File: src/rtl/rbc_pkg.sv
`timescale 1ns / 1ps
// Package for the cartridge boot checksum block.
// Holds the variant codes, register indexes, transaction and accumulator types, rotate helper.
package rbc_pkg;

    typedef enum logic [1:0] {
        MODE_STANDARD = 2'd0,
        MODE_6103     = 2'd1,
        MODE_6105     = 2'd2,
        MODE_6106     = 2'd3
    } rbc_mode_t;

    localparam logic REG_VARIANT_MODE = 1'b0;
    localparam logic REG_SEED_VALUE   = 1'b1;

    localparam logic [31:0] SEED_AT_RESET = 32'hF8CA_4DDC;

    typedef struct packed {
        logic [31:0] data;
        logic [31:0] aux;
        logic        last;
        logic [31:0] rot;
    } rbc_item_t;

    typedef struct packed {
        logic [31:0] mix;
        logic [31:0] swap;
        logic [31:0] xr;
        logic [31:0] carry;
        logic [31:0] rot;
        logic [31:0] sum;
    } rbc_acc_t;

    function automatic logic [31:0] rbc_rotl(input logic [31:0] v, input logic [4:0] n);
        logic [63:0] t;
        t = {v, v} << n;
        return t[63:32];
    endfunction

endpackage

File: src/rtl/rom_boot_checksum.sv
`timescale 1ns / 1ps
// Top level of the cartridge boot checksum block: configuration registers and the three stages.
// Depends on rbc_pkg, rbc_front, rbc_engine and rbc_final.
//
// One cartridge word is taken per clock cycle, sustained, as long as the result side does not
// stall. The rate is set by the accumulator engine, which folds one word into all six
// accumulators in a single cycle. A transaction with last_word set yields one result
// transaction: it waits at the head of the input queue, where the engine folds the word and
// loads the snapshot stage, then passes through the product stage (the 6106 multiplies) and
// the output register. The input queue holds QUEUE_DEPTH words, so input keeps flowing while
// a finished result waits on out_stall, until the queue fills behind a held last word.
// Write variant_mode and seed_value only while the block is idle; the seed is loaded into the
// accumulators at the first word of each run.
module rom_boot_checksum #(
    parameter int QUEUE_DEPTH = 2
) (
    input  logic        clk,
    input  logic        rst_n,
    input  logic        cfg_write,
    input  logic        cfg_index,
    input  logic [31:0] cfg_data,
    input  logic        in_valid,
    output logic        in_stall,
    input  logic [31:0] data_word,
    input  logic [31:0] aux_word,
    input  logic        last_word,
    output logic        out_valid,
    input  logic        out_stall,
    output logic [31:0] checksum_one,
    output logic [31:0] checksum_two
);

    rbc_pkg::rbc_mode_t mode_reg;
    logic [31:0]        seed_reg;
    logic               q_valid;
    rbc_pkg::rbc_item_t q_item;
    logic               q_pop;
    logic               fin_ready;
    logic               fin_take;
    rbc_pkg::rbc_acc_t  fin_acc;

    always_ff @(posedge clk or negedge rst_n)
    begin
        if (!rst_n)
        begin
            mode_reg <= rbc_pkg::MODE_STANDARD;
            seed_reg <= rbc_pkg::SEED_AT_RESET;
        end
        else if (cfg_write)
        begin
            case (cfg_index)
                rbc_pkg::REG_VARIANT_MODE: mode_reg <= rbc_pkg::rbc_mode_t'(cfg_data[1:0]);
                rbc_pkg::REG_SEED_VALUE:   seed_reg <= cfg_data;
                default:                   seed_reg <= seed_reg;
            endcase
        end
    end

    rbc_front #(
        .DEPTH (QUEUE_DEPTH)
    ) u_front (
        .clk       (clk),
        .rst_n     (rst_n),
        .in_valid  (in_valid),
        .in_stall  (in_stall),
        .data_word (data_word),
        .aux_word  (aux_word),
        .last_word (last_word),
        .q_valid   (q_valid),
        .q_item    (q_item),
        .q_pop     (q_pop)
    );

    rbc_engine u_engine (
        .clk       (clk),
        .rst_n     (rst_n),
        .mode      (mode_reg),
        .seed      (seed_reg),
        .q_valid   (q_valid),
        .q_item    (q_item),
        .q_pop     (q_pop),
        .fin_ready (fin_ready),
        .fin_take  (fin_take),
        .fin_acc   (fin_acc)
    );

    rbc_final u_final (
        .clk          (clk),
        .rst_n        (rst_n),
        .mode         (mode_reg),
        .take         (fin_take),
        .acc_in       (fin_acc),
        .ready        (fin_ready),
        .out_valid    (out_valid),
        .out_stall    (out_stall),
        .checksum_one (checksum_one),
        .checksum_two (checksum_two)
    );

endmodule

File: src/rtl/rbc_front.sv
`timescale 1ns / 1ps
// Front end: accepts input transactions, precomputes the word rotate, queues them.
// Depends on rbc_pkg.
module rbc_front #(
    parameter int DEPTH = 2
) (
    input  logic                clk,
    input  logic                rst_n,
    input  logic                in_valid,
    output logic                in_stall,
    input  logic [31:0]         data_word,
    input  logic [31:0]         aux_word,
    input  logic                last_word,
    output logic                q_valid,
    output rbc_pkg::rbc_item_t  q_item,
    input  logic                q_pop
);

    localparam int PTR_W = (DEPTH > 1) ? $clog2(DEPTH) : 1;
    localparam int CNT_W = $clog2(DEPTH + 1);
    localparam logic [PTR_W-1:0] PTR_LAST = PTR_W'(DEPTH - 1);
    localparam logic [CNT_W-1:0] CNT_FULL = CNT_W'(DEPTH);

    rbc_pkg::rbc_item_t mem_reg [DEPTH];
    logic [PTR_W-1:0]   wr_ptr_reg, wr_ptr_next;
    logic [PTR_W-1:0]   rd_ptr_reg, rd_ptr_next;
    logic [CNT_W-1:0]   count_reg, count_next;
    logic               push;
    logic               pop;
    rbc_pkg::rbc_item_t item_in;

    assign in_stall = (count_reg == CNT_FULL);
    assign push     = in_valid && !in_stall;
    assign q_valid  = (count_reg != '0);
    assign pop      = q_pop && q_valid;
    assign q_item   = mem_reg[rd_ptr_reg];

    always_comb
    begin
        item_in.data = data_word;
        item_in.aux  = aux_word;
        item_in.last = last_word;
        item_in.rot  = rbc_pkg::rbc_rotl(data_word, data_word[4:0]);
    end

    always_comb
    begin
        wr_ptr_next = wr_ptr_reg;
        rd_ptr_next = rd_ptr_reg;
        count_next  = count_reg;
        if (push)
        begin
            wr_ptr_next = (wr_ptr_reg == PTR_LAST) ? '0 : wr_ptr_reg + 1'b1;
        end
        if (pop)
        begin
            rd_ptr_next = (rd_ptr_reg == PTR_LAST) ? '0 : rd_ptr_reg + 1'b1;
        end
        if (push && !pop)
        begin
            count_next = count_reg + 1'b1;
        end
        else if (pop && !push)
        begin
            count_next = count_reg - 1'b1;
        end
    end

    always_ff @(posedge clk or negedge rst_n)
    begin
        if (!rst_n)
        begin
            wr_ptr_reg <= '0;
            rd_ptr_reg <= '0;
            count_reg  <= '0;
        end
        else
        begin
            wr_ptr_reg <= wr_ptr_next;
            rd_ptr_reg <= rd_ptr_next;
            count_reg  <= count_next;
        end
    end

    always_ff @(posedge clk)
    begin
        if (push)
        begin
            mem_reg[wr_ptr_reg] <= item_in;
        end
    end

endmodule

File: src/rtl/rbc_engine.sv
`timescale 1ns / 1ps
// Back end accumulator engine: applies one queued word per cycle to the six accumulators.
// Depends on rbc_pkg. A last word waits at the queue head until fin_ready is high.
module rbc_engine (
    input  logic                clk,
    input  logic                rst_n,
    input  rbc_pkg::rbc_mode_t  mode,
    input  logic [31:0]         seed,
    input  logic                q_valid,
    input  rbc_pkg::rbc_item_t  q_item,
    output logic                q_pop,
    input  logic                fin_ready,
    output logic                fin_take,
    output rbc_pkg::rbc_acc_t   fin_acc
);

    rbc_pkg::rbc_acc_t acc_reg, acc_next;
    rbc_pkg::rbc_acc_t base;
    logic              fresh_reg;
    logic [32:0]       sum_wide;
    logic [31:0]       mix_term;

    assign q_pop    = q_valid && (!q_item.last || fin_ready);
    assign fin_take = q_pop && q_item.last;
    assign fin_acc  = acc_next;

    always_comb
    begin
        if (fresh_reg)
        begin
            base = '{mix: seed, swap: seed, xr: seed, carry: seed, rot: seed, sum: seed};
        end
        else
        begin
            base = acc_reg;
        end
        sum_wide       = {1'b0, base.sum} + {1'b0, q_item.data};
        acc_next.sum   = sum_wide[31:0];
        acc_next.carry = base.carry + {31'd0, sum_wide[32]};
        acc_next.xr    = base.xr ^ q_item.data;
        acc_next.rot   = base.rot + q_item.rot;
        if (base.swap > q_item.data)
        begin
            acc_next.swap = base.swap ^ q_item.rot;
        end
        else
        begin
            acc_next.swap = base.swap ^ acc_next.sum ^ q_item.data;
        end
        if (mode == rbc_pkg::MODE_6105)
        begin
            mix_term = q_item.aux ^ q_item.data;
        end
        else
        begin
            mix_term = acc_next.rot ^ q_item.data;
        end
        acc_next.mix = base.mix + mix_term;
    end

    always_ff @(posedge clk or negedge rst_n)
    begin
        if (!rst_n)
        begin
            fresh_reg <= 1'b1;
            acc_reg   <= '0;
        end
        else if (q_pop)
        begin
            fresh_reg <= q_item.last;
            acc_reg   <= acc_next;
        end
    end

endmodule

File: src/rtl/rbc_final.sv
`timescale 1ns / 1ps
// Back end combiner: snapshot, product and output stages that form the two checksum words.
// Depends on rbc_pkg.
module rbc_final (
    input  logic                clk,
    input  logic                rst_n,
    input  rbc_pkg::rbc_mode_t  mode,
    input  logic                take,
    input  rbc_pkg::rbc_acc_t   acc_in,
    output logic                ready,
    output logic                out_valid,
    input  logic                out_stall,
    output logic [31:0]         checksum_one,
    output logic [31:0]         checksum_two
);

    logic               s_valid_reg;
    rbc_pkg::rbc_acc_t  s_acc_reg;
    rbc_pkg::rbc_mode_t s_mode_reg;

    logic               p_valid_reg;
    logic [31:0]        p_one_reg, p_one_next;
    logic [31:0]        p_two_reg, p_two_next;
    logic [31:0]        p_xor_reg;
    logic [31:0]        p_mix_reg;
    rbc_pkg::rbc_mode_t p_mode_reg;

    logic               o_valid_reg;
    logic [31:0]        o_one_reg, o_one_next;
    logic [31:0]        o_two_reg, o_two_next;

    logic               o_adv;
    logic               p_adv;
    logic               s_adv;

    assign o_adv = p_valid_reg && (!o_valid_reg || !out_stall);
    assign p_adv = s_valid_reg && (!p_valid_reg || o_adv);
    assign s_adv = take;
    assign ready = !s_valid_reg || p_adv;

    assign out_valid    = o_valid_reg;
    assign checksum_one = o_one_reg;
    assign checksum_two = o_two_reg;

    always_comb
    begin
        if (s_mode_reg == rbc_pkg::MODE_6106)
        begin
            p_one_next = s_acc_reg.sum * s_acc_reg.carry;
            p_two_next = s_acc_reg.rot * s_acc_reg.swap;
        end
        else
        begin
            p_one_next = s_acc_reg.sum ^ s_acc_reg.carry;
            p_two_next = s_acc_reg.rot ^ s_acc_reg.swap;
        end
    end

    always_comb
    begin
        case (p_mode_reg)
            rbc_pkg::MODE_6103,
            rbc_pkg::MODE_6106:
            begin
                o_one_next = p_one_reg + p_xor_reg;
                o_two_next = p_two_reg + p_mix_reg;
            end
            default:
            begin
                o_one_next = p_one_reg ^ p_xor_reg;
                o_two_next = p_two_reg ^ p_mix_reg;
            end
        endcase
    end

    always_ff @(posedge clk or negedge rst_n)
    begin
        if (!rst_n)
        begin
            s_valid_reg <= 1'b0;
            p_valid_reg <= 1'b0;
            o_valid_reg <= 1'b0;
        end
        else
        begin
            if (s_adv)
            begin
                s_valid_reg <= 1'b1;
            end
            else if (p_adv)
            begin
                s_valid_reg <= 1'b0;
            end
            if (p_adv)
            begin
                p_valid_reg <= 1'b1;
            end
            else if (o_adv)
            begin
                p_valid_reg <= 1'b0;
            end
            if (o_adv)
            begin
                o_valid_reg <= 1'b1;
            end
            else if (!out_stall)
            begin
                o_valid_reg <= 1'b0;
            end
        end
    end

    always_ff @(posedge clk)
    begin
        if (s_adv)
        begin
            s_acc_reg  <= acc_in;
            s_mode_reg <= mode;
        end
        if (p_adv)
        begin
            p_one_reg  <= p_one_next;
            p_two_reg  <= p_two_next;
            p_xor_reg  <= s_acc_reg.xr;
            p_mix_reg  <= s_acc_reg.mix;
            p_mode_reg <= s_mode_reg;
        end
        if (o_adv)
        begin
            o_one_reg <= o_one_next;
            o_two_reg <= o_two_next;
        end
    end

endmodule

File: config.mk
export PLATFORM = sky130hd
export DESIGN_NAME = rom_boot_checksum
export DESIGN_NICKNAME = d
export VERILOG_FILES = /design/src/rtl/rbc_pkg.sv /design/src/rtl/rom_boot_checksum.sv /design/src/rtl/rbc_front.sv /design/src/rtl/rbc_engine.sv /design/src/rtl/rbc_final.sv
export SDC_FILE = /design/constraint.sdc
export NUM_CORES = 2
export LEC_CHECK = 0
export ABC_AREA = 0
export BUFFER_PORTS_ARGS = -buffer_cell sky130_fd_sc_hd__buf_2
export CORE_ASPECT_RATIO = 1.2
export CORE_MARGIN = 3
export CORE_UTILIZATION = 45
export CTS_BUF_LIST = sky130_fd_sc_hd__clkbuf_16
export DETAILED_ROUTE_END_ITERATION = 6
export GPL_TIMING_DRIVEN = 0
export PLACE_DENSITY_LB_ADDON = 0.08
export SKIP_LAST_GASP = 1
export SLEW_MARGIN = 15
export SYNTH_ARGS = -nofsm -noshare
export SYNTH_HDL_FRONTEND = slang
export SYNTH_SLANG_ARGS = --single-unit
File: constraint.sdc
create_clock -name clk -period 29.8 [get_ports clk]
set_clock_uncertainty 0.1 [all_clocks]
set_input_delay 5.96 -clock clk [delete_from_list [all_inputs] [get_ports clk]]
set_output_delay 5.96 -clock clk [all_outputs]
set_load 0.05 [all_outputs]
==> impl_metrics.py <==
metrics = {
    "status": {
        "outcome": "finished, violations left",
        "violations": "antenna rules",
    },
    "sta": {
        "slew_headroom_pct": 15.1,
        "setup_tns_ps": 0,
        "period_minus_slack_ps": 10810,
        "finalSetupViolCount": 0,
        "slew_violations": 0,
        "rsz0062_at_grt": "false",
        "tightest_slew_ps": 1270,
        "setup_slack_ps": 18990,
        "fmax_mhz": 92.5,
        "period_share_pct": 36.3,
        "hold_violations": 0,
    },
    "yosys": {
        "synthTopCellsByCount": "inv_1 (993), nand2_1 (957), fa_1 (821), and2_1 (621), edfxtp_1 (581)",
        "synth-seq-cells": 815,
        "synth_largest_area_cell": "edfxtp_1",
        "post-synth-top-count-cell": "inv_1",
        "ys_types": 100,
        "synth_edf_count": 581,
        "synthCells": 7459,
        "ys_warn_count": 0,
        "syn_nets": 8852,
        "synth_area_leaders": "edfxtp_1 (23%), fa_1 (22%), ha_1 (7.7%)",
        "synth.top_cell.area_share_pct": 22.9,
        "avgSynthCellArea_um2": 10.2,
        "synth_flop_cell": "edfxtp_1",
        "yosysSeqAreaShare_pct": 30.7,
        "synthArstFlopShare_pct": 28.7,
        "synth_area_um2": 76100,
    },
    "global_route": {
        "grt_pass1_vias": 58157,
        "grt_pass1_wl_mm": 410,
        "grt-ovfl-total": 0,
        "antenna_found_initial": 21,
        "grt_max_degree": 74,
        "track_usage_pct": 32.7,
    },
    "floorplanning": {
        "num_rows": 164,
        "fp.dieH_um": 456,
        "initial_utilization_pct": 45.5,
        "core_area_um2": 167000,
        "die_area_um2": 174000,
        "io_pins": 169,
        "die_x_um": 381,
    },
    "drt": {
        "num_vias": 56676,
        "drtPass1Iterations": 6,
        "wirelength_mm": 285,
        "initialDrtViolationCount": 5330,
        "via_per_inst": 5.63,
        "ant_nets": 1,
        "drcViolationCount": 0,
        "post_drt_wl_per_cell_um": 28.3,
    },
    "placement": {
        "dp_hpwl_mm": 232,
        "pre_cts_ws_ps": 18940,
        "io_buffers": 168,
        "placedCellCount": 9888,
        "place_congestion": 0.997,
    },
    "clock_tree": {
        "root_buffer": "clkbuf_16",
        "clock_path_buffers": 3,
        "htree_levels": 3,
        "postCtsSetupBuffers": 0,
        "clk_latency_ps": 740,
        "postCtsHoldBufs": 0,
        "clk_pin_slew_ps": 60,
        "cts_sinks": 815,
        "ctsResizeCount": 0,
        "cts_buffers": 88,
        "cts_tree": "yes",
    },
    "finish": {
        "finalNonFillerCells": 10067,
        "area_growth_pct": 9.54,
        "layout.nets": 9130,
        "drive_gt1_share_pct": 7.36,
        "largest_reg_flops": 194,
    },
    "critical_path": {
        "critPathCaptureType": "flip-flop",
        "crit_slowest_cell": "clkbuf_1",
        "worstSetupPathType": "reg2reg",
        "arrival_ps": 11130,
        "slowest_delay_ps": 900,
        "critical_path_required_ps": 30120,
        "crit_fanout": 10,
        "cp_common_cell": "clkbuf_1",
        "crit_path_start_kind": "flip-flop",
    },
    "run": {
        "cap_violations": 0,
    },
    "min_path": {
        "hp-class": "reg2reg",
    },
}
==> kinds of logic after synthesis <==
family / share of synthesized area [%]
adder cells (fa/ha/maj): 29.3
AO/OA/AOI/OAI: 9.15
buffers and inverters: 6.70
flip-flops: 30.7
XOR/XNOR: 6.01
multiplexers: 4.50
AND/OR/NAND/NOR: 13.6
==> stage by stage <==
stage / hold WS, ps / util, % / area, um^2
6_report: 294 / 49.8 / 83300
5_1_grt: 296 / 49.8 / 83300
4_1_cts: 280 / 49.8 / 83300
3_5_place_dp: 305 / 48.0 / 80200
3_3_place_gp: 304 / 47.7 / 79700
2_1_floorplan: 300 / - / 76100
==> layer usage <==
layer | share of wire (%) | up-vias | track usage, %
li1 | - | 25016 | -
met1 | 41 | 28749 | 43.3
met2 | 45 | 2347 | 51.7
met3 | 7.6 | 560 | 5.98
met4 | 6.1 | 4 | 16.4
met5 | 0.0091 | - | 0
==> worst max-delay path, delay by kind of cell (launching register included) <==
| family | cells | cell delay [ps] |
|---|---|---|
| AOI/OAI and AO/OA | 8 | 4010 |
| and+or+nand+nor | 7 | 1040 |
| adders and majority gates | 2 | 660 |
| xor gates and xnor gates | 2 | 800 |
| DFF | 1 | 590 |
| buffers and inverters | 9 | 3280 |
==> layout by cell type, fill, tap and decap left out, drive strengths merged, types with 132 or more instances in the layout <==
cell	n
a21oi	231
and2	621
buf	252
clkbuf	368
dfrtp	215
edfxtp	581
fa	821
ha	469
inv	1014
mux2i	151
nand2	958
nor2	171
o21ai	388
xnor2	367
xor2	132
==> worst paths after layout <==
kind                            slack, ps                     end  depth (start not counted)                    from
worst max-delay path                18990  u_final.s_acc_reg[188]                         28      u_engine.fresh_reg
worst min-delay path                  290   u_final.p_mix_reg[16]                          0  u_final.s_acc_reg[176]
worst max register to register      18990  u_final.s_acc_reg[188]                         28      u_engine.fresh_reg
worst min register to register        290   u_final.p_mix_reg[16]                          0  u_final.s_acc_reg[176]
max in group asynchronous           23040    u_engine.acc_reg[39]                          4                   rst_n
min in group asynchronous            5040    u_engine.acc_reg[72]                          1                   rst_n
==> layout make-up <==
class                   count  area, um^2
multi-input cells        5304       47700
flip-flops and latches    815       23300
diodes                     13        32.5
clock buffers              88        2200
plain buffers             344        1360
fillers                 15666       83900
well taps                2241        2800
clock inverters            78         850
inverters                 996        3740
repair buffers            188        1330
Power is not shown: default switching activity piles up to over one toggle a cycle in this logic, so the estimate is an artifact.
